### src/hw/rtl/swmj_pkg.sv
// ----------------------------------------------------------------------------
// swmj_pkg: shared types and constants
// Request and result structs, cell data, control group and sizing constants
// for the sliding-window median and jitter block.
// ----------------------------------------------------------------------------
package swmj_pkg;

  localparam int RING_SLOTS = 25;
  localparam int WIN_DEPTH  = RING_SLOTS - 1;
  localparam int CNT_W      = $clog2(WIN_DEPTH + 1);
  localparam int IDX_W      = $clog2(RING_SLOTS);
  localparam int SCAN_W     = $clog2(WIN_DEPTH);
  localparam int DATA_W     = 32;
  localparam int FILL_W     = 5;

  typedef struct packed {
    logic signed [DATA_W-1:0] sample;
    logic signed [DATA_W-1:0] jitter_center;
  } in_req_t;

  typedef struct packed {
    logic                     wrapped;
    logic signed [DATA_W-1:0] median;
    logic        [DATA_W-1:0] jitter;
    logic        [FILL_W-1:0] fill_count;
  } out_rsp_t;

  // Value moved between neighbouring cells
  typedef struct packed {
    logic                     vld;
    logic signed [DATA_W-1:0] smp;
    logic        [DATA_W-1:0] dev;
  } cell_val_t;

  typedef struct packed {
    logic shift;
    logic load;
    logic scan;
  } cell_ctrl_t;

  typedef enum logic [1:0] {
    ST_IDLE,
    ST_LOAD,
    ST_SCAN,
    ST_PICK
  } state_t;

endpackage

### src/hw/rtl/swmj_cell.sv
// ----------------------------------------------------------------------------
// swmj_cell: one window cell
// Holds one sample and its deviation, and ranks them against the values
// that circulate through the row.
// ----------------------------------------------------------------------------
module swmj_cell
  import swmj_pkg::*;
(
  input  logic                     clk,
  input  logic                     rst_n,
  input  cell_ctrl_t               ctrl_i,
  input  cell_val_t                prev_i,
  input  cell_val_t                circ_i,
  input  logic signed [DATA_W-1:0] center_i,
  input  logic        [CNT_W-1:0]  target_i,
  output cell_val_t                own_o,
  output cell_val_t                circ_o,
  output logic                     hit_med_o,
  output logic                     hit_jit_o
);

  logic                     vld_r;
  logic signed [DATA_W-1:0] smp_r;
  logic        [DATA_W-1:0] dev_r;
  cell_val_t                circ_r;
  logic        [CNT_W-1:0]  below_s_r, upto_s_r, below_d_r, upto_d_r;

  logic signed [DATA_W:0]   diff;
  logic        [DATA_W:0]   diff_neg;
  logic        [DATA_W-1:0] adev;
  logic                     cmp_en;

  assign diff     = {smp_r[DATA_W-1], smp_r} - {center_i[DATA_W-1], center_i};
  assign diff_neg = ~diff + 1'b1;
  assign adev     = diff[DATA_W] ? diff_neg[DATA_W-1:0] : diff[DATA_W-1:0];
  assign cmp_en   = circ_r.vld && vld_r;

  always_ff @(posedge clk) begin
    if (!rst_n) begin
      vld_r <= 1'b0;
    end else if (ctrl_i.shift) begin
      vld_r <= prev_i.vld;
    end
  end

  always_ff @(posedge clk) begin
    if (ctrl_i.shift) begin
      smp_r <= prev_i.smp;
    end
    if (ctrl_i.load) begin
      dev_r  <= adev;
      circ_r <= '{vld: vld_r, smp: smp_r, dev: adev};
    end else if (ctrl_i.scan) begin
      circ_r <= circ_i;
    end
  end

  // Rank counters: strictly below and up to (inclusive) own value
  always_ff @(posedge clk) begin
    if (ctrl_i.load) begin
      below_s_r <= '0;
      upto_s_r  <= '0;
      below_d_r <= '0;
      upto_d_r  <= '0;
    end else if (ctrl_i.scan && cmp_en) begin
      below_s_r <= below_s_r + CNT_W'($signed(circ_r.smp) <  $signed(smp_r));
      upto_s_r  <= upto_s_r  + CNT_W'($signed(circ_r.smp) <= $signed(smp_r));
      below_d_r <= below_d_r + CNT_W'(circ_r.dev <  dev_r);
      upto_d_r  <= upto_d_r  + CNT_W'(circ_r.dev <= dev_r);
    end
  end

  assign own_o     = '{vld: vld_r, smp: smp_r, dev: dev_r};
  assign circ_o    = circ_r;
  assign hit_med_o = vld_r && (below_s_r <= target_i) && (target_i < upto_s_r);
  assign hit_jit_o = vld_r && (below_d_r <= target_i) && (target_i < upto_d_r);

endmodule

### config.mk
export PLATFORM = sky130hd
export DESIGN_NAME = swmj_cell
export DESIGN_NICKNAME = d
export VERILOG_FILES = /design/src/hw/rtl/swmj_pkg.sv /design/src/hw/rtl/swmj_cell.sv
export SDC_FILE = /design/constraint.sdc
export NUM_CORES = 1
export LEC_CHECK = 0
export BUFFER_PORTS_ARGS = -buffer_cell sky130_fd_sc_hd__clkbuf_2
export CAP_MARGIN = 30
export CORE_MARGIN = 3
export CORE_UTILIZATION = 54
export CTS_CLUSTER_DIAMETER = 120
export CTS_CLUSTER_SIZE = 24
export DETAILED_ROUTE_END_ITERATION = 12
export HOLD_SLACK_MARGIN = 0.03
export PLACE_DENSITY = 0.85
export SLEW_MARGIN = 5
export SYNTH_ARGS = -nofsm -noshare
export SYNTH_HDL_FRONTEND = slang
export SYNTH_SLANG_ARGS = --single-unit
### constraint.sdc
create_clock -name clk -period 5.2 [get_ports clk]
set_input_delay 0.26 -clock clk [delete_from_list [all_inputs] [get_ports clk]]
set_output_delay 0.26 -clock clk [all_outputs]
set_load 0.005 [all_outputs]
## Word level (Yosys, flattened, before mapping)

Cells that the tools add are included.

| word-level totals | value |
|---|---|
| bits of input ports | 172 |
| memories | 0 |
| bits in read-only memories | 0 |
| output and inout port bits | 132 |
| RAM bits | 0 |
| bits in latches | 0 |
| logic and storage cells | 35 |
| flip-flop bits (word level) | 150 |

| operators by class | value |
|---|---|
| div/mod/pow operators | 0 |
| multiplexer cells | 3 |
| reduce and logical (&&, ||, !) cells | 7 |
| bitwise operators | 1 |
| $lt $le $gt $ge | 8 |
| equality and inequality tests | 0 |
| $add $sub $neg | 6 |
| multiply operators | 0 |
| shift-type cells | 0 |

Operators by type and width:

| operator | count |
|---|---|
| 65-bit 2-to-1 mux | 2 |
| 32-bit <= comparator | 2 |
| 32-bit < comparator | 2 |
| 32-bit by 32-bit subtractor with 33-bit output | 1 |
| 32-bit by 1-bit adder with 32-bit output (second input constant) | 1 |
| 32-bit 2-to-1 mux | 1 |
| 32-bit inverter | 1 |
| 5-bit by 1-bit adder with 5-bit output | 4 |
| 5-bit <= comparator | 2 |
| 5-bit < comparator | 2 |
| 1-bit logical AND | 6 |
| 2-bit nonzero test | 1 |

## Longest topological paths before layout

| depth | value |
|---|---|
| depth after elaboration | 5 |
| mapped depth | 17 |
| mapped depth without buffers | 17 |

## Worst setup path before layout

Ideal clock, no wire load.

| timing | value |
|---|---|
| kind | flip-flop to flip-flop |
| start | register smp_r[0] |
| end | register circ_r, in the netlist circ_o[23] (data pin) |
| stages on the path, launching flop included | 15 |
| slack | 1.173 ns |
| path buffers | 1 |
| period minus slack after synthesis | 4.027 ns |
| setup time | 0.260 ns |
| required time | 4.940 ns |
| data arrival time | 3.766 ns |
| cell sequence | edfxtp_1 -> inv_1 -> ha_1 -> fa_1 -> nand2b_1 -> a211oi_2 -> o211a_1 -> a2111oi_0 -> a211o_1 -> a2111oi_1 -> or4b_1 -> buf_2 -> o41ai_4 -> xnor2_1 -> mux2_4 |

| on the way | value |
|---|---|
| longest elaborated chain between the ends | 5 |

RTL lines:

| item | RTL line | source |
|---|---|---|
| start, declared | swmj_cell.sv:23 | `logic signed [DATA_W-1:0] smp_r;` |
| start signal, assigned | swmj_cell.sv:48 | `smp_r <= prev_i.smp;` |
| 32-bit by 32-bit subtractor with 33-bit output * | swmj_cell.sv:33 | `assign diff = {smp_r[DATA_W-1], smp_r} - {center_i[DATA_W-1], center_i};` |
| 32-bit inverter | swmj_cell.sv:34 | `assign diff_neg = ~diff + 1'b1;` |
| 32-bit by 1-bit adder with 32-bit output | swmj_cell.sv:34 |  |
| 32-bit 2-to-1 mux * | swmj_cell.sv:35 | `assign adev = diff[DATA_W] ? diff_neg[DATA_W-1:0] : diff[DATA_W-1:0];` |
| via adev[23] | swmj_cell.sv:30 | `logic [DATA_W-1:0] adev;` |
| 65-bit 2-to-1 mux * | swmj_cell.sv:50 | `if (ctrl_i.load) begin` |
| end signal, assigned | swmj_cell.sv:52 | `circ_r <= '{vld: vld_r, smp: smp_r, dev: adev};` |
| end signal, assigned | swmj_cell.sv:54 | `circ_r <= circ_i;` |
| end, declared | swmj_cell.sv:25 | `cell_val_t circ_r;` |

Mark *: on every way through the listed nets, which the timed path passes. The rest lies on a longest branch.
A chain may end at the register's enable or synchronous reset.

## Final worst setup path

| timing | value |
|---|---|
| start | register smp_r[0] |
| end | register circ_r, in the netlist circ_o[25] (data pin) |

The elaborated chain is that of the path after synthesis.

==> summary.txt <==
Outcome
  – Status: finished clean

Synthesis
  – Avg Inst Size Synth: 10.0 um2
  – Register bit total from synthesis: 150
  – Yosys top cell area share: a little over a third
  – Post-Synthesis Net Count: 1361
  – Syn Inst Count: 1065
  – Synthesized cell area: 0.0107 mm2
  – Simple-Gate Fraction of Synth Area: 13.6%
  – Mux contribution to synthesized area: 6.95%
  – Sequential fraction of the synthesis area: approximately two fifths
  – XOR/XNOR Fraction of Synth Area: approximately 4.7%
  – Number of synthesized flops with an enable pin: 129
  – Top post-synthesis cells by area: edfxtp_1, ha_1, mux2_2
  – Area fraction in compound gates after synthesis: 14.4%
  – Leading area contributor after synthesis: edfxtp_1
  – Warnings, synthesis: 0
  – Largest family of logic cells by synthesized area: adder cells
  – Top FF cell, synth: edfxtp_1
  – Synth cell types: 74
  – Area share of fa/ha/maj cells after synthesis: 14.6%
  – Ys async rst share: 0%

Timing
  – Final slew viol count: 0
  – Max-slew headroom: 27.3%
  – Setup TNS: 0 ps
  – Clk_skew: 10.4 ps
  – Final Setup Violations: 0
  – Tmin final: between 4000 and 5000 ps
  – Worst slew pin tran: 1060 ps
  – RSZ-0062 raised after global routing: false
  – Tcrit/Tclk final: between 80% and 90%
  – Fin. Hold Viols: 0
  – F_max: ~0.21 GHz

Global routing
  – First-pass GRT wire length: 45100 um
  – Total grt overflow: 0
  – Gr usage total: 26.0%
  – Largest net degree at the start of global routing: 52
  – Initial antenna violation count: 0
  – Vias in the first global route: 8897

Clock tree
  – Clk sinks: 150
  – Bufs on Longest Clock Path: 2
  – CTS clk-pin slew, worst paths: 70 ps
  – CTS tree: built
  – Num CTS Buffers: 17
  – Clock latency on the worst-skew pair: 420 ps
  – Cts repair resizes: 0
  – H-tree levels: 4
  – Root Buffer: clkbuf_16

Setup path
  – WP data required: 5370 ps
  – Critical setup path kind: reg2reg
  – Nature of the critical path startpoint: flip-flop
  – Reg2Reg Depth: 13
  – Worst flop-to-flop path startpoint: smp_r[0]
  – R2r setup slk: 520 ps
  – CP Capture Type: flip-flop
  – Reg2reg end: circ_o[25]
  – Worst Path Max Fanout: 6
  – Critical path arrival: 4850 ps

Drt
  – Met3 WL: 1940 um
  – Routed Antenna Nets: 0
  – Metal1 wirelength: roughly 12000 um
  – DRT iter0 DRCs: around 560
  – Top sig layer: met4
  – Drt pass-1 iters: 5
  – Routed wl met2: 13300 um
  – DRC viols: 0
  – DR vias: ~9200
  – Routed wire length: 28200 um
  – Detail-routed via count per cell: roughly 5.6
  – Routed len/inst: 17.3 um

Place
  – HPWL Detailed: about 22000 um
  – Placer congestion estimate: 0.873
  – Number of port buffers: 271
  – Area after DPL: roughly 0.012 mm2

Pwr
  – Pwr dens: about 330 mW/mm2
  – Total chip power: 4.38 mW
  – Worst VDD drop: 0.230 mV
  – Leakage power total: 6.06 nW

Min path
  – Hold path depth: 3
  – Hold Startpoint: prev_i[64]
  – Worst Hold End: vld_r
  – Worst min path class: in2reg

Final layout
  – Fin area: about 0.013 mm2
  – Multi-input gate area: 0.00580 mm2
  – Share of layout cells above drive strength 1: between 20% and 30%
  – Post-layout util: between 60% and 70%
  – Fillcell total: 1426
  – Register area: 0.00429 mm2
  – Ant diodes: 0
  – Area grow syn2layout: 23.7%
  – Nets: 1655

Floorplan
  – # rows: 50
  – I/O pin count: just over 300
  – Starting Density: 55.9%
  – Die ar.: ~0.021 mm2
  – Core ar.: 0.0191 mm2
  – Die span in y: 147 um
  – Chip width: between 100 and 150 um

Flow run
  – Max_cap viols: 0
==> cell usage in the layout, fill, tap and decap left out, drive strengths merged, types with 33 or more instances in the layout <==
master,n
edfxtp,129
a21oi,71
xnor2,44
nor2,51
ha,123
inv,129
o21ai,52
clkbuf,291
nand2,70
dlygate4sd3,33
mux2,62
nand4,33
==> layer usage <==
layer / up-vias / track usage (%)
met1: 4293 / 33.7
met4: 0 / 9.50
met3: 54 / 5.49
met5: - / 0
met2: 386 / 42.9
li1: 4482 / -
==> report_power, final <==
group | switching (mW) | internal [mW]
registers | 0.125 | 1.55
logic | 0.798 | 0.666
clock network | 0.520 | 0.724
total | 1.44 | 2.94
==> worst max-delay path, cell delays in order (launching register included) <==
cell       delay (ps)
edfxtp_1          400
inv_1              60
ha_1              250
fa_1              410
nand2b_1          200
a211oi_2          370
o211a_1           220
a2111oi_0         120
a211o_1           340
a2111oi_1         640
or4b_1            670
o31ai_2           260
xnor2_1           180
mux2_2            310
==> final cells by class <==
class / instances / area share (%)
Clock buffer: 21 / 3.65
Sequential cell: 150 / 32.5
Multi-Input combinational cell: 759 / 43.9
Tap cell: 260 / 2.46
Clock inverter: 11 / 0.843
Inverter: 123 / 3.50
Timing Repair Buffer: 308 / 13.1
==> cell usage after synthesis (4+ instances only) <==
master / number
edfxtp_1: 129
ha_1: 123
inv_1: 123
a21oi_1: 70
nand2_1: 70
mux2_2: 61
nor2_1: 51
o21ai_0: 46
xnor2_1: 44
nand4_1: 33
clkbuf_1: 28
a21o_1: 24
dfxtp_1: 21
nor2b_1: 20
nand3_1: 19
nor3_1: 15
or3_1: 14
xor2_1: 13
nand2b_1: 12
o21a_1: 12
and2_1: 10
a211oi_1: 8
o31ai_1: 8
a31oi_1: 7
o21ai_1: 6
a21boi_0: 5
and3_1: 5
o211ai_1: 5
and4_1: 4
mux2i_1: 4
or2_2: 4
==> cells by family after synthesis <==
kind of cell | Yosys count
AND/OR/NAND/NOR | 278
AO/OA/AOI/OAI | 234
buffers and inverters | 156
flip-flops | 150
adder cells (fa/ha/maj) | 124
multiplexers | 66
XOR/XNOR | 57
==> flip-flops by register name, indices dropped and copies added, names as in the netlist <==
signal     cells
circ_o        65
dev_r         32
smp_r         32
below_d_r      5
below_s_r      5
upto_d_r       5
upto_s_r       5
vld_r          1
==> worst max-delay path by stage <==
stage / slack, ps / depth (start not counted) / start / endpoint
after global routing: 310 / 13 / smp_r[0] / circ_o[26]
after CTS: 630 / 13 / smp_r[0] / circ_o[25]
final: 520 / 13 / smp_r[0] / circ_o[25]
after floorplan: 1170 / 14 / smp_r[0] / circ_o[23]
after global placement: 760 / 13 / smp_r[0] / circ_o[25]
after detailed placement: 650 / 13 / smp_r[0] / circ_o[25]
==> repair_timing <==
item / in CTS / in global routing
hold buffers: 33 / 0
hold endpoints to repair: 33 / 0
setup buffers: 0 / 0
==> per-stage QoR <==
step | instances | hold slack, ps | setup slack [ps]
5_1_grt | 1632 | 118 | 309
3_5_place_dp | 1566 | 439 | 655
3_3_place_gp | 1566 | 436 | 758
4_1_cts | 1631 | 79.3 | 627
6_report | 1632 | 92.4 | 523
2_1_floorplan | 1065 | 359 | 1170
No activity file was read; power rests on OpenSTA's default activity.
