===== src/hw/rtl/swmj_pkg.sv =====
// ----------------------------------------------------------------------------
// swmj_pkg: shared types and constants
// Request and result structs, cell data, control group and sizing constants
// for the sliding-window median and jitter block.
// ----------------------------------------------------------------------------
package swmj_pkg;

  localparam int RING_SLOTS = 25;
  localparam int WIN_DEPTH  = RING_SLOTS - 1;
  localparam int CNT_W      = $clog2(WIN_DEPTH + 1);
  localparam int IDX_W      = $clog2(RING_SLOTS);
  localparam int SCAN_W     = $clog2(WIN_DEPTH);
  localparam int DATA_W     = 32;
  localparam int FILL_W     = 5;

  typedef struct packed {
    logic signed [DATA_W-1:0] sample;
    logic signed [DATA_W-1:0] jitter_center;
  } in_req_t;

  typedef struct packed {
    logic                     wrapped;
    logic signed [DATA_W-1:0] median;
    logic        [DATA_W-1:0] jitter;
    logic        [FILL_W-1:0] fill_count;
  } out_rsp_t;

  // Value moved between neighbouring cells
  typedef struct packed {
    logic                     vld;
    logic signed [DATA_W-1:0] smp;
    logic        [DATA_W-1:0] dev;
  } cell_val_t;

  typedef struct packed {
    logic shift;
    logic load;
    logic scan;
  } cell_ctrl_t;

  typedef enum logic [1:0] {
    ST_IDLE,
    ST_LOAD,
    ST_SCAN,
    ST_PICK
  } state_t;

endpackage


===== src/hw/rtl/swmj_ctrl.sv =====
// ----------------------------------------------------------------------------
// swmj_ctrl: sequencer
// Steps each request through shift, load, a full rotation of the row and
// the pick of the result.
// ----------------------------------------------------------------------------
module swmj_ctrl
  import swmj_pkg::*;
(
  input  logic       clk,
  input  logic       rst_n,
  input  logic       in_valid,
  input  logic       out_busy,
  output logic       in_ready,
  output logic       pick_en,
  output cell_ctrl_t ctrl_o
);

  state_t              state_r, state_nxt;
  logic   [SCAN_W-1:0] scan_cnt_r, scan_cnt_nxt;

  always_ff @(posedge clk) begin
    if (!rst_n) begin
      state_r    <= ST_IDLE;
      scan_cnt_r <= '0;
    end else begin
      state_r    <= state_nxt;
      scan_cnt_r <= scan_cnt_nxt;
    end
  end

  always_comb begin
    state_nxt    = state_r;
    scan_cnt_nxt = scan_cnt_r;
    in_ready     = 1'b0;
    pick_en      = 1'b0;
    ctrl_o       = '0;
    case (state_r)
      ST_IDLE: begin
        in_ready     = 1'b1;
        ctrl_o.shift = in_valid;
        if (in_valid) begin
          state_nxt = ST_LOAD;
        end
      end
      ST_LOAD: begin
        ctrl_o.load  = 1'b1;
        scan_cnt_nxt = '0;
        state_nxt    = ST_SCAN;
      end
      ST_SCAN: begin
        ctrl_o.scan = 1'b1;
        if (scan_cnt_r == SCAN_W'(WIN_DEPTH - 1)) begin
          state_nxt = ST_PICK;
        end else begin
          scan_cnt_nxt = scan_cnt_r + 1'b1;
        end
      end
      ST_PICK: begin
        // hold until the result register is free
        if (!out_busy) begin
          pick_en   = 1'b1;
          state_nxt = ST_IDLE;
        end
      end
      default: begin
        state_nxt = ST_IDLE;
      end
    endcase
  end

endmodule


===== config.mk =====
export PLATFORM = sky130hd
export DESIGN_NAME = swmj_ctrl
export DESIGN_NICKNAME = d
export VERILOG_FILES = /design/src/hw/rtl/swmj_pkg.sv /design/src/hw/rtl/swmj_ctrl.sv
export SDC_FILE = /design/constraint.sdc
export NUM_CORES = 1
export LEC_CHECK = 0
export BUFFER_PORTS_ARGS = -buffer_cell sky130_fd_sc_hd__buf_4
export CORE_AREA = 2 2 39 41
export CTS_CLUSTER_DIAMETER = 100
export DETAILED_ROUTE_END_ITERATION = 10
export DIE_AREA = 0 0 41 43
export PLACE_DENSITY = 0.53
export SLEW_MARGIN = 40
export SYNTH_ARGS = -nofsm -noshare
export SYNTH_HDL_FRONTEND = slang
export SYNTH_SLANG_ARGS = --single-unit
export TNS_END_PERCENT = 1

===== constraint.sdc =====
create_clock -name clk -period 2.06 [get_ports clk]
set_clock_uncertainty 0.2 [all_clocks]
set_input_delay 0.206 -clock clk [delete_from_list [all_inputs] [get_ports clk]]
set_output_delay 0.206 -clock clk [all_outputs]
set_load 0.02 [all_outputs]

; Word-level counts from Yosys, hierarchy flattened
; Index checks and enable logic that the tools add are counted.
[word_totals]
inputBits = 4
reg_bits = 7
out_inout_bits = 5
[classes]
muxes = 12
n_eq_ne = 8
n_addsub = 1
n_reduce_logical = 4
[op_table]
columns = op, count
row1 = $pmux 5 s2, 1
row2 = $ne 2x2->1 const B, 4
row3 = $pmux 2 s4, 1
row4 = $mux 1, 6
row5 = $mux 2, 3
row6 = $add 5x1->5 const B, 1
row7 = $eq 5x5->1 const B, 1
row8 = $mux 5, 1
row9 = $eq 2x2->1 const B, 2
row10 = $reduce_and 3->1, 1
row11 = $eq 2x1->1 const B, 1
row12 = $logic_not 2->1, 1
row13 = $reduce_and 2->1, 1
row14 = $reduce_bool 2->1, 1

; Depth between registers and ports, before layout
; Gate-level depths: netlist (run 1).
[logic_depth]
depth_word = 3
mapped_depth = 6

; Least setup slack after synthesis (run 1)
; OpenSTA, ideal clock, no wires.
[synth_timing]
path_type = flip-flop to flip-flop
startpoint = register state_r[0]
endpoint = register scan_cnt_r[3]
arrival_time_ps = 1616
path_stages_with_launch = 7
synth_period_minus_slack_ps = 1890
slack_ps = 170
required_ps = 1786
cell_sequence = dfxtp_1 -> inv_1 -> ha_1 -> buf_2 -> inv_1 -> or4_1 -> a31oi_1
[synth_via]
elab_chain_cells = 3
word_cells_on_any_way = 6
[synth_rtl]
columns = item, line_no
row1 = from (decl), swmj_ctrl.sv:18  ; state_t state_r, state_nxt;
row2 = from (signal assigned), swmj_ctrl.sv:26  ; state_r <= state_nxt;
row3 = $eq 2x2->1 or $eq 2x1->1 (tied branches), swmj_ctrl.sv:37  ; case (state_r)
row4 = $ne 2x2->1 (no line) or $reduce_bool 2->1 (tied branches), n/a
row5 = $reduce_and 2->1 (no line), n/a
row6 = to (signal assigned), swmj_ctrl.sv:27  ; scan_cnt_r <= scan_cnt_nxt;
row7 = to (decl), swmj_ctrl.sv:19  ; logic [SCAN_W-1:0] scan_cnt_r, scan_cnt_nxt;
; Parallel ways exist; a longest one is shown, timed or not.
; A chain may end at the register's enable or synchronous reset.

; Final worst setup path (run 1)
; Ends and elaborated chain as after synthesis.

==> metrics, run 1 <==
vias per cell=between 5 and 6; Worst EP arrival=1.74 ns; antenna viol nets, final=0; HP Class=in2reg; PD cells=1010 mW/mm2; R2R setup slack=a little over 0.3 ns; TritonRoute pass-1 iters=4; Total GRT Usage=0.145; f_max=between 500 and 600 MHz; port bufs=8; Post-Syn Area per Cell=8.52 um2; Inserted Clock Buffers=3; CP required=2.05 ns; initial antenna violation count=0; Syn. warnings=0; share of cells above drive strength 1=0.219; Die Area=~0.0018 mm2; Clock Pin Slew Worst Setup and Hold Paths=0.06 ns; Hold Fails Final Rpt=0; CTS tree=done; die height=43 um; R2R depth=5; Final Max Tran Viols=0; final period utilization=0.852; placed cells=76; WL met2=around 470 um; CP startpoint kind=register; RSZ-0062 raised after global routing=false; Slew @ Worst Pin=a little under 0.5 ns; routed wire length=approximately 920 um; Hold Buf Count CTS=0; Cell Count, Final, Fillers Out=80; Final nets=75; DR iter-0 viols=13; Yosys reg bits=7; TritonCTS Sinks=7; H-tree depth=1; endpoints failing setup=0; io pins=9; Post-Syn Instances=between 50 and 60; vias in the first global route=just under 400; CP endpoint kind=register; dpl hpwl=roughly 690 um; result of the run=completed; critical path class=reg2reg; Clock Path Buffers=2; Area Overhead vs Synth=24.6%; # rows=14; VDD IR max=roughly 0.43 mV; setup tns final=0 ns; Core Region=~0.0014 mm2; # DRC=0; die width=41 um; first-pass GRT wire length=1680 um; WL/cell=between 10 and 15 um; Final Critical Period=between 1.5 and 2 ns; Cell variety after synth=23; Syn Nets=62; commonest cells after routing, fill and taps aside=buf_4 (9), dfxtp_1 (7), nand2_1 (6), ha_1 (6), inv_1 (5); post-synthesis sequential area ratio=0.316; max layer used=met4; mapped cell area=roughly 440 um2; largest net degree at the start of global routing=8; max_slew headroom=0.673; Post-CTS Setup Inserts=0; Ant. Diodes=0; Worst-Skew Late Latency=approximately 0.26 ns; Starting Density=0.320; grt ovf=0; hold depth=3; GPL Wtd Cong=about 0.76; worst hold margin=0.0184 ns; WL met1=roughly 390 um; WL met3=38 um; commonest non-fill, non-tap cell in the layout=buf_4; CP Max Fanout=6; root buffer cell=clkbuf_4; Gates resized, CTS repair=0; vias=between 400 and 500; Leakage Power=roughly 0.23 nW; max-cap check violation count=0
## Yosys cell counts
master    n  share of area
inv_1     5          0.042
nand4b_1  1          0.020
mux2i_1   2          0.045
buf_2     1          0.011
o211ai_1  2          0.034
or3_2     1          0.017
nand2b_1  1          0.014
dfxtp_1   7           0.32
a222oi_1  1          0.023
nor2b_1   1          0.014
nand3_1   4          0.045
and2_1    1          0.014
a311oi_1  1          0.020
or3_1     1          0.014
nand2_1   6          0.051
ha_1      6           0.17
a31oi_1   1          0.014
o22ai_1   1          0.014
a21oi_1   4          0.045
and4b_4   1          0.031
or4_1     1          0.017
o21ai_0   1          0.011
nor2_1    2          0.017
## flip-flops by register name, indices dropped and copies added, names as in the netlist
register and flops:
scan_cnt_r 5, state_r 2
## power by group
part	internal (mW)	switching (mW)	leakage, nW
combinational	0.108	0.140	0.161
clock	0.0742	0.0551	0.0150
sequential	0.156	0.0221	0.0569
total	0.339	0.217	0.233
## cell families after synthesis
| logic type | share of synthesized area |
|---|---|
| AOI/OAI and AO/OA | 0.161 |
| adders and majority gates | 0.169 |
| DFF | 0.316 |
| muxes | 0.0452 |
| and+or+nand+nor | 0.254 |
| buffers and inverters | 0.0537 |
## per-stage QoR
step | worst slack, ns | cell area, um2 | util | total power [mW]
2_1_floorplan | 0.170 | 443 | - | 0.348
3_3_place_gp | 0.330 | 526 | 0.380 | 0.432
3_5_place_dp | 0.319 | 526 | 0.380 | 0.431
4_1_cts | 0.285 | 552 | 0.399 | 0.561
5_1_grt | 0.191 | 552 | 0.399 | 0.598
6_report | 0.304 | 552 | 0.399 | 0.556
## metal layers
layer  GRT usage  vias up
li1            -      211
met1       0.173      192
met5           0        -
met2       0.200        7
met3      0.0785        5
met4      0.0800        0
## critical path: stages, from the launching register on
cell and delay (ns):
dfxtp_1 0.34, inv_1 0.11, ha_1 0.23, inv_1 0.13, or4_1 0.51, a31oi_1 0.17
## layout make-up
cell class	instances	area, um2
Fill cell	141	832
Multi-Input combinational cell	39	279
Sequential cell	7	140
Timing Repair Buffer	9	67.6
Clock buffer	4	26.3
Tap cell	16	20.0
Inverter	5	18.8
## final timing paths
check,from,to
worst min-delay path,rst_n,scan_cnt_r[2]$_SDFFE_PN0P_
worst max-delay path,state_r[0]$_SDFFE_PN0P_,scan_cnt_r[3]$_SDFFE_PN0P_
worst min register to register,scan_cnt_r[4]$_SDFFE_PN0P_,scan_cnt_r[4]$_SDFFE_PN0P_
worst max register to register,state_r[0]$_SDFFE_PN0P_,scan_cnt_r[3]$_SDFFE_PN0P_
(Power assumes the default switching activity.)
==> run 2: changes to the inputs <==
--- a/config.mk
+++ b/config.mk
@@ -5,12 +5,13 @@
 export SDC_FILE = /design/constraint.sdc
 export NUM_CORES = 1
 export LEC_CHECK = 0
+export ABC_AREA = 1
 export BUFFER_PORTS_ARGS = -buffer_cell sky130_fd_sc_hd__buf_4
 export CORE_AREA = 2 2 39 41
 export CTS_CLUSTER_DIAMETER = 100
 export DETAILED_ROUTE_END_ITERATION = 10
 export DIE_AREA = 0 0 41 43
-export PLACE_DENSITY = 0.53
+export PLACE_DENSITY = 0.56
 export SLEW_MARGIN = 40
 export SYNTH_ARGS = -nofsm -noshare
 export SYNTH_HDL_FRONTEND = slang
==> run 2 against run 1 <==
Non-clock buffer count decreased by 1. First-iteration DRC count fell by 69%. Clock-buffer cell count is the same. Worst setup slack better by 0.10 ns. Register-to-register slack improved by 0.24 ns. Cell area up 6.1%. Flip-flop and latch count stayed put. Critical path depth is 2 lower. Final cell count is 24% higher. Core utilization is 2.4 points higher. Via count grew 6.7%. Wire length is 1.2% higher. Critical path type is now reg2out.
==> metrics, run 2 <==
Total GRT Usage=0.137; Yosys reg bits=7; design area=between 500 and 600 um2; Post-Route Utilization=0.423; Ant. Diodes=0; mux cell area share after synthesis=0; result of the run=completed; # fillers=about 150; vias=roughly 440; hold_sp=rst_n; GPL Wtd Cong=between 0.7 and 0.8; number of enable flip-flop cells after synthesis=0; CP startpoint kind=register; Cell variety after synth=14; setup tns final=0 ns; VDD IR max=~0.64 mV; Largest stage delay, worst path=between 0.3 and 0.4 ns; io pins=9; biggest regs=scan_cnt_r: 5 flops, state_r: 2 flops; Async S/R FF share, synth=0; Syn. warnings=0; Synth Area in Compound Gates=0.115; root buffer cell=clkbuf_4; share of cells above drive strength 1=0.193; area of the multi-input gates=287 um2; Post-CTS Setup Inserts=0; Die Area=about 0.0018 mm2; dpl hpwl=~730 um; DP Area=559 um2; H-tree depth=1; vias per cell=between 4 and 5; # DRC=0; TritonRoute pass-1 iters=4; Syn Nets=81; RSZ-0062 raised after global routing=false; CTS tree=done; Final nets=94; post-synth top area share=0.292; # rows=14; Core Region=roughly 0.0014 mm2; PD cells=1320 mW/mm2; first-pass GRT wire length=between 1500 and 2000 um; R2R setup slack=0.54 ns; largest net degree at the start of global routing=10; Synth area leader=dfxtp_1; die width=roughly 40 um; post-synthesis sequential area ratio=0.292; final period utilization=0.802; worst path cell trace=inv_1, ha_1, buf_4; Worst-Skew Late Latency=around 0.25 ns; HP Class=in2reg; Final Critical Period=1.65 ns; Worst Setup Slack, final=between 0.4 and 0.5 ns; Starting Density=0.346; Critical R2R Launch=state_r[0]$_SDFFE_PN0P_; R2R depth=6; max FFs per register=5; DR iter-0 viols=4; Inserted Clock Buffers=3; f_max=roughly 610 MHz; Place WS=0.564 ns; area share of fa/ha/maj cells after synthesis=0.157; initial antenna violation count=0; Worst EP arrival=between 1 and 1.5 ns; r2r endpoint=scan_cnt_r[1]$_SDFFE_PN0P_; CP endpoint kind=output pin; Area Overhead vs Synth=22.2%; max_slew headroom=0.789; CP required=1.65 ns; endpoints failing setup=0; CP Max Fanout=7; worst hold margin=0.0192 ns; antenna viol nets, final=0; Gates resized, CTS repair=0; Post-Syn Area per Cell=a little under 7 um2; die height=approximately 43 um; port bufs=8; grt ovf=0; Clock Pin Slew Worst Setup and Hold Paths=about 0.05 ns; top_reg_cell synth=dfxtp_1; max-cap check violation count=0; hold depth=3; vias in the first global route=404; Leakage Power=between 0.2 and 0.3 nW; Biggest register=scan_cnt_r; routed wire length=932 um; Post-Syn Instances=around 70; simple-gate portion of the synthesized area=0.326; commonest cells after routing, fill and taps aside=inv_1 (13), nand2_1 (13), nand3_1 (9), buf_4 (8); worst hold endpoint=scan_cnt_r[0]$_SDFFE_PN0P_; Synth area leaders=dfxtp_1 (29%), ha_1 (16%), inv_1 (10%), nand2_1 (10%), nand3_1 (9.4%); critical path class=reg2out; Hold Buf Count CTS=0; XOR/XNOR Fraction of Synth Area=0; Hold Fails Final Rpt=0; Clock Path Buffers=2; mapped cell area=~480 um2; slowest CP cell=ha_1; synth cell count leaders=inv_1 (13), nand2_1 (13), nand3_1 (9); largest family of logic cells by synthesized area=simple AND/OR/NAND/NOR gates; TritonCTS Sinks=7; WL/cell=between 9 and 10 um; Slew @ Worst Pin=around 0.32 ns; Seq. cell area=around 140 um2; Final Max Tran Viols=0
==> run 2: final cells by class <==
cell class | count | share of cell area
Inverter | 14 | 0.0897
Timing Repair Buffer | 8 | 0.103
Sequential cell | 7 | 0.239
Multi-Input combinational cell | 50 | 0.489
Tap cell | 16 | 0.0342
Clock buffer | 4 | 0.0449
==> run 2: power by group <==
part           total (mW)  switching (mW)  internal, mW
registers           0.213          0.0395         0.174
logic               0.438           0.264         0.174
clock network       0.124          0.0503        0.0739
==> run 2: cell families after synthesis <==
group,after synthesis
adders and majority gates,6
DFF,7
and+or+nand+nor,34
AOI/OAI and AO/OA,10
buffers and inverters,14
==> run 2: how the worst max path moves through the flow <==
stage / start / endpoint
finish: state_r[0]$_SDFFE_PN0P_ / ctrl_o[0]
global route: state_r[0]$_SDFFE_PN0P_ / ctrl_o[0]
CTS: state_r[0]$_SDFFE_PN0P_ / ctrl_o[0]
detailed placement: state_r[0]$_SDFFE_PN0P_ / scan_cnt_r[1]$_SDFFE_PN0P_
global placement: state_r[0]$_SDFFE_PN0P_ / scan_cnt_r[4]$_SDFFE_PN0P_
floorplan: state_r[0]$_SDFFE_PN0P_ / scan_cnt_r[2]$_SDFFE_PN0P_
==> run 2: per-layer routing <==
metal | vias up | global-route usage | part of all wire
li1 | 247 | - | -
met1 | 182 | 0.162 | 0.48
met2 | 12 | 0.194 | 0.47
met3 | 2 | 0.0314 | 0.033
met4 | 0 | 0.120 | 0.0086
met5 | - | 0 | 0
==> run 2: worst max-delay path, delay by kind of cell, from the launching register on <==
family	cells	cell delay, ns
buffers and inverters	2	0.32
DFF	1	0.33
adders and majority gates	1	0.35
==> run 2: per-stage QoR <==
step / instances / total power, mW
floorplan: 71 / 0.534
global placement: 95 / 0.658
detailed placement: 95 / 0.655
CTS: 99 / 0.787
global route: 99 / 0.854
finish: 99 / 0.776
==> run 3: changes to the inputs <==
--- a/config.mk
+++ b/config.mk
@@ -11,7 +11,7 @@
 export CTS_CLUSTER_DIAMETER = 100
 export DETAILED_ROUTE_END_ITERATION = 10
 export DIE_AREA = 0 0 41 43
-export PLACE_DENSITY = 0.56
+export PLACE_DENSITY = 0.58
 export SLEW_MARGIN = 40
 export SYNTH_ARGS = -nofsm -noshare
 export SYNTH_HDL_FRONTEND = slang
==> constraint.sdc (replaced) <==
create_clock -name clk -period 1.4 [get_ports clk]
set_clock_uncertainty 0.2 [all_clocks]
set_input_delay 0.14 -clock clk [delete_from_list [all_inputs] [get_ports clk]]
set_output_delay 0.14 -clock clk [all_outputs]
set_load 0.02 [all_outputs]
==> run 3 against run 2 <==
Critical path depth increased by 1. Worst setup slack got worse by 0.40 ns. Clock power increased by 47%. Clock-buffer cell count unchanged. Worst hold slack improved by 0.14 ns. Critical path type unchanged.
==> metrics, run 3 (synthesis results as in run 2) <==
Clock Path Buffers=2; Hold Fails Final Rpt=0; biggest regs=scan_cnt_r: 5 flops, state_r: 2 flops; Leakage Power=slightly above 0.3 nW; r2r endpoint=state_r[1]$_SDFFE_PN0P_; Final Critical Period=1.40 ns; CP startpoint kind=register; first-pass GRT wire length=approximately 1600 um; max FFs per register=5; R2R setup slack=0.05 ns; max_slew headroom=0.856; share of cells above drive strength 1=0.391; vias per cell=approximately 4.6; WL/cell=9.35 um; Biggest register=scan_cnt_r; GPL Wtd Cong=0.698; f_max=716 MHz; Ant. Diodes=0; Clock Pin Slew Worst Setup and Hold Paths=~0.05 ns; TritonRoute pass-1 iters=4; PD cells=roughly 2000 mW/mm2; grt ovf=0; vias=473; result of the run=completed; largest net degree at the start of global routing=10; Flop pwr share=0.263; hold depth=4; max-cap check violation count=0; TritonCTS Sinks=7; Largest stage delay, worst path=between 0.3 and 0.4 ns; worst hold endpoint=state_r[0]$_SDFFE_PN0P_; CP Max Fanout=4; initial antenna violation count=0; die width=just over 40 um; # rows=14; P_int=around 0.74 mW; H-tree depth=1; GR Util met1=0.179; Inserted Clock Buffers=3; met2 Use GR=0.194; dpl hpwl=762 um; routed wire length=around 960 um; Final Max Tran Viols=0; Comb pwr share=0.600; port bufs=8; Post-CTS Setup Inserts=0; CP endpoint kind=output pin; Slew @ Worst Pin=between 0.2 and 0.25 ns; Net Sw Power=between 0.5 and 0.6 mW; Critical R2R Launch=state_r[1]$_SDFFE_PN0P_; Starting Density=0.346; design area=~680 um2; Area Overhead vs Synth=41.5%; DP Area=approximately 600 um2; VDD IR max=about 1.0 mV; worst path cell trace=ha_2, inv_1, nor2_1, buf_4; CTS tree=done; commonest non-fill, non-tap cell in the layout=nand2_1; Post-Route Utilization=0.490; Worst EP arrival=1.06 ns; root buffer cell=clkbuf_4; HP Class=in2reg; commonest cells after routing, fill and taps aside=nand2_1 (12), inv_1 (10), buf_4 (10), nand3_1 (9); R2R depth=6; CP required=roughly 1.1 ns; Core Region=~0.0014 mm2; vias in the first global route=approximately 400; final period utilization=0.997; # DRC=0; die height=43 um; RSZ-0062 raised after global routing=true; Clk pwr share=0.137; critical path class=reg2out; slowest CP cell=dfxtp_4; Final nets=between 90 and 100; io pins=9; endpoints failing setup=0; Total GRT Usage=0.136; hold_sp=in_valid; met3 Usage GRT=0.0628; DR iter-0 viols=9; antenna viol nets, final=0; Die Area=around 0.0018 mm2; sw frac=0.440; GR peak layer=met2; Worst-Skew Late Latency=0.25 ns
-- run 3: layer usage --
metal,up-vias,share of wire
met5,-,0
met4,0,0
met3,0,0.040
met2,6,0.49
met1,207,0.47
li1,260,-
-- run 3: what timing repair did --
item	4_1_cts	5_1_grt
endpoints found under the hold margin	6	0
resized for setup	13	8
setup endpoints to repair	12	8
cloned	0	0
pin swaps	0	2
hold buffers	1	0
-- run 3: area by class of cell --
class / count / area, um2
sequential: 7 / 150
tap: 16 / 20.0
clock buffer: 4 / 26.3
fill: 139 / 706
inverter: 14 / 57.6
multi-input combinational: 50 / 328
timing repair buffer: 12 / 96.3
-- run 3: how the worst max path moves through the flow --
stage	from	endpoint	slack, ns
after floorplan	state_r[0]$_SDFFE_PN0P_	state_r[0]$_SDFFE_PN0P_	-0.06
after global placement	state_r[1]$_SDFFE_PN0P_	state_r[0]$_SDFFE_PN0P_	-0.006
after detailed placement	state_r[0]$_SDFFE_PN0P_	state_r[0]$_SDFFE_PN0P_	-0.02
after CTS	state_r[1]$_SDFFE_PN0P_	pick_en	-0.01
after global routing	state_r[1]$_SDFFE_PN0P_	pick_en	-0.04
final	state_r[1]$_SDFFE_PN0P_	pick_en	0.004
-- run 3: per-stage QoR --
stage	hold WS [ns]	cells	setup slack [ns]	setup TNS [ns]	power, mW
after floorplan	0.0607	71	-0.0620	-0.124	0.792
after global placement	0.210	98	-0.00600	-0.00909	1.00
after detailed placement	0.215	98	-0.0170	-0.0441	1.01
after CTS	0.157	103	-0.0110	-0.0110	1.31
after global routing	0.196	103	-0.0396	-0.119	1.45
final	0.160	103	0.00375	0	1.32
-- run 3: worst max-delay path, delay by kind of cell, from the launching register on --
family,cells,cell delay [ns]
buffers and inverters,2,0.18
adder cells (fa/ha/maj),1,0.18
flip-flops,1,0.38
AND/OR/NAND/NOR,1,0.07
-- run 3: power by group through the flow --
stage	Clock, mW	Sequential (mW)	Combinational (mW)
floorplan	0	0.305	0.487
global placement	0	0.311	0.693
detailed placement	0	0.311	0.697
CTS	0.190	0.346	0.777
global route	0.200	0.356	0.892
finish	0.182	0.348	0.794
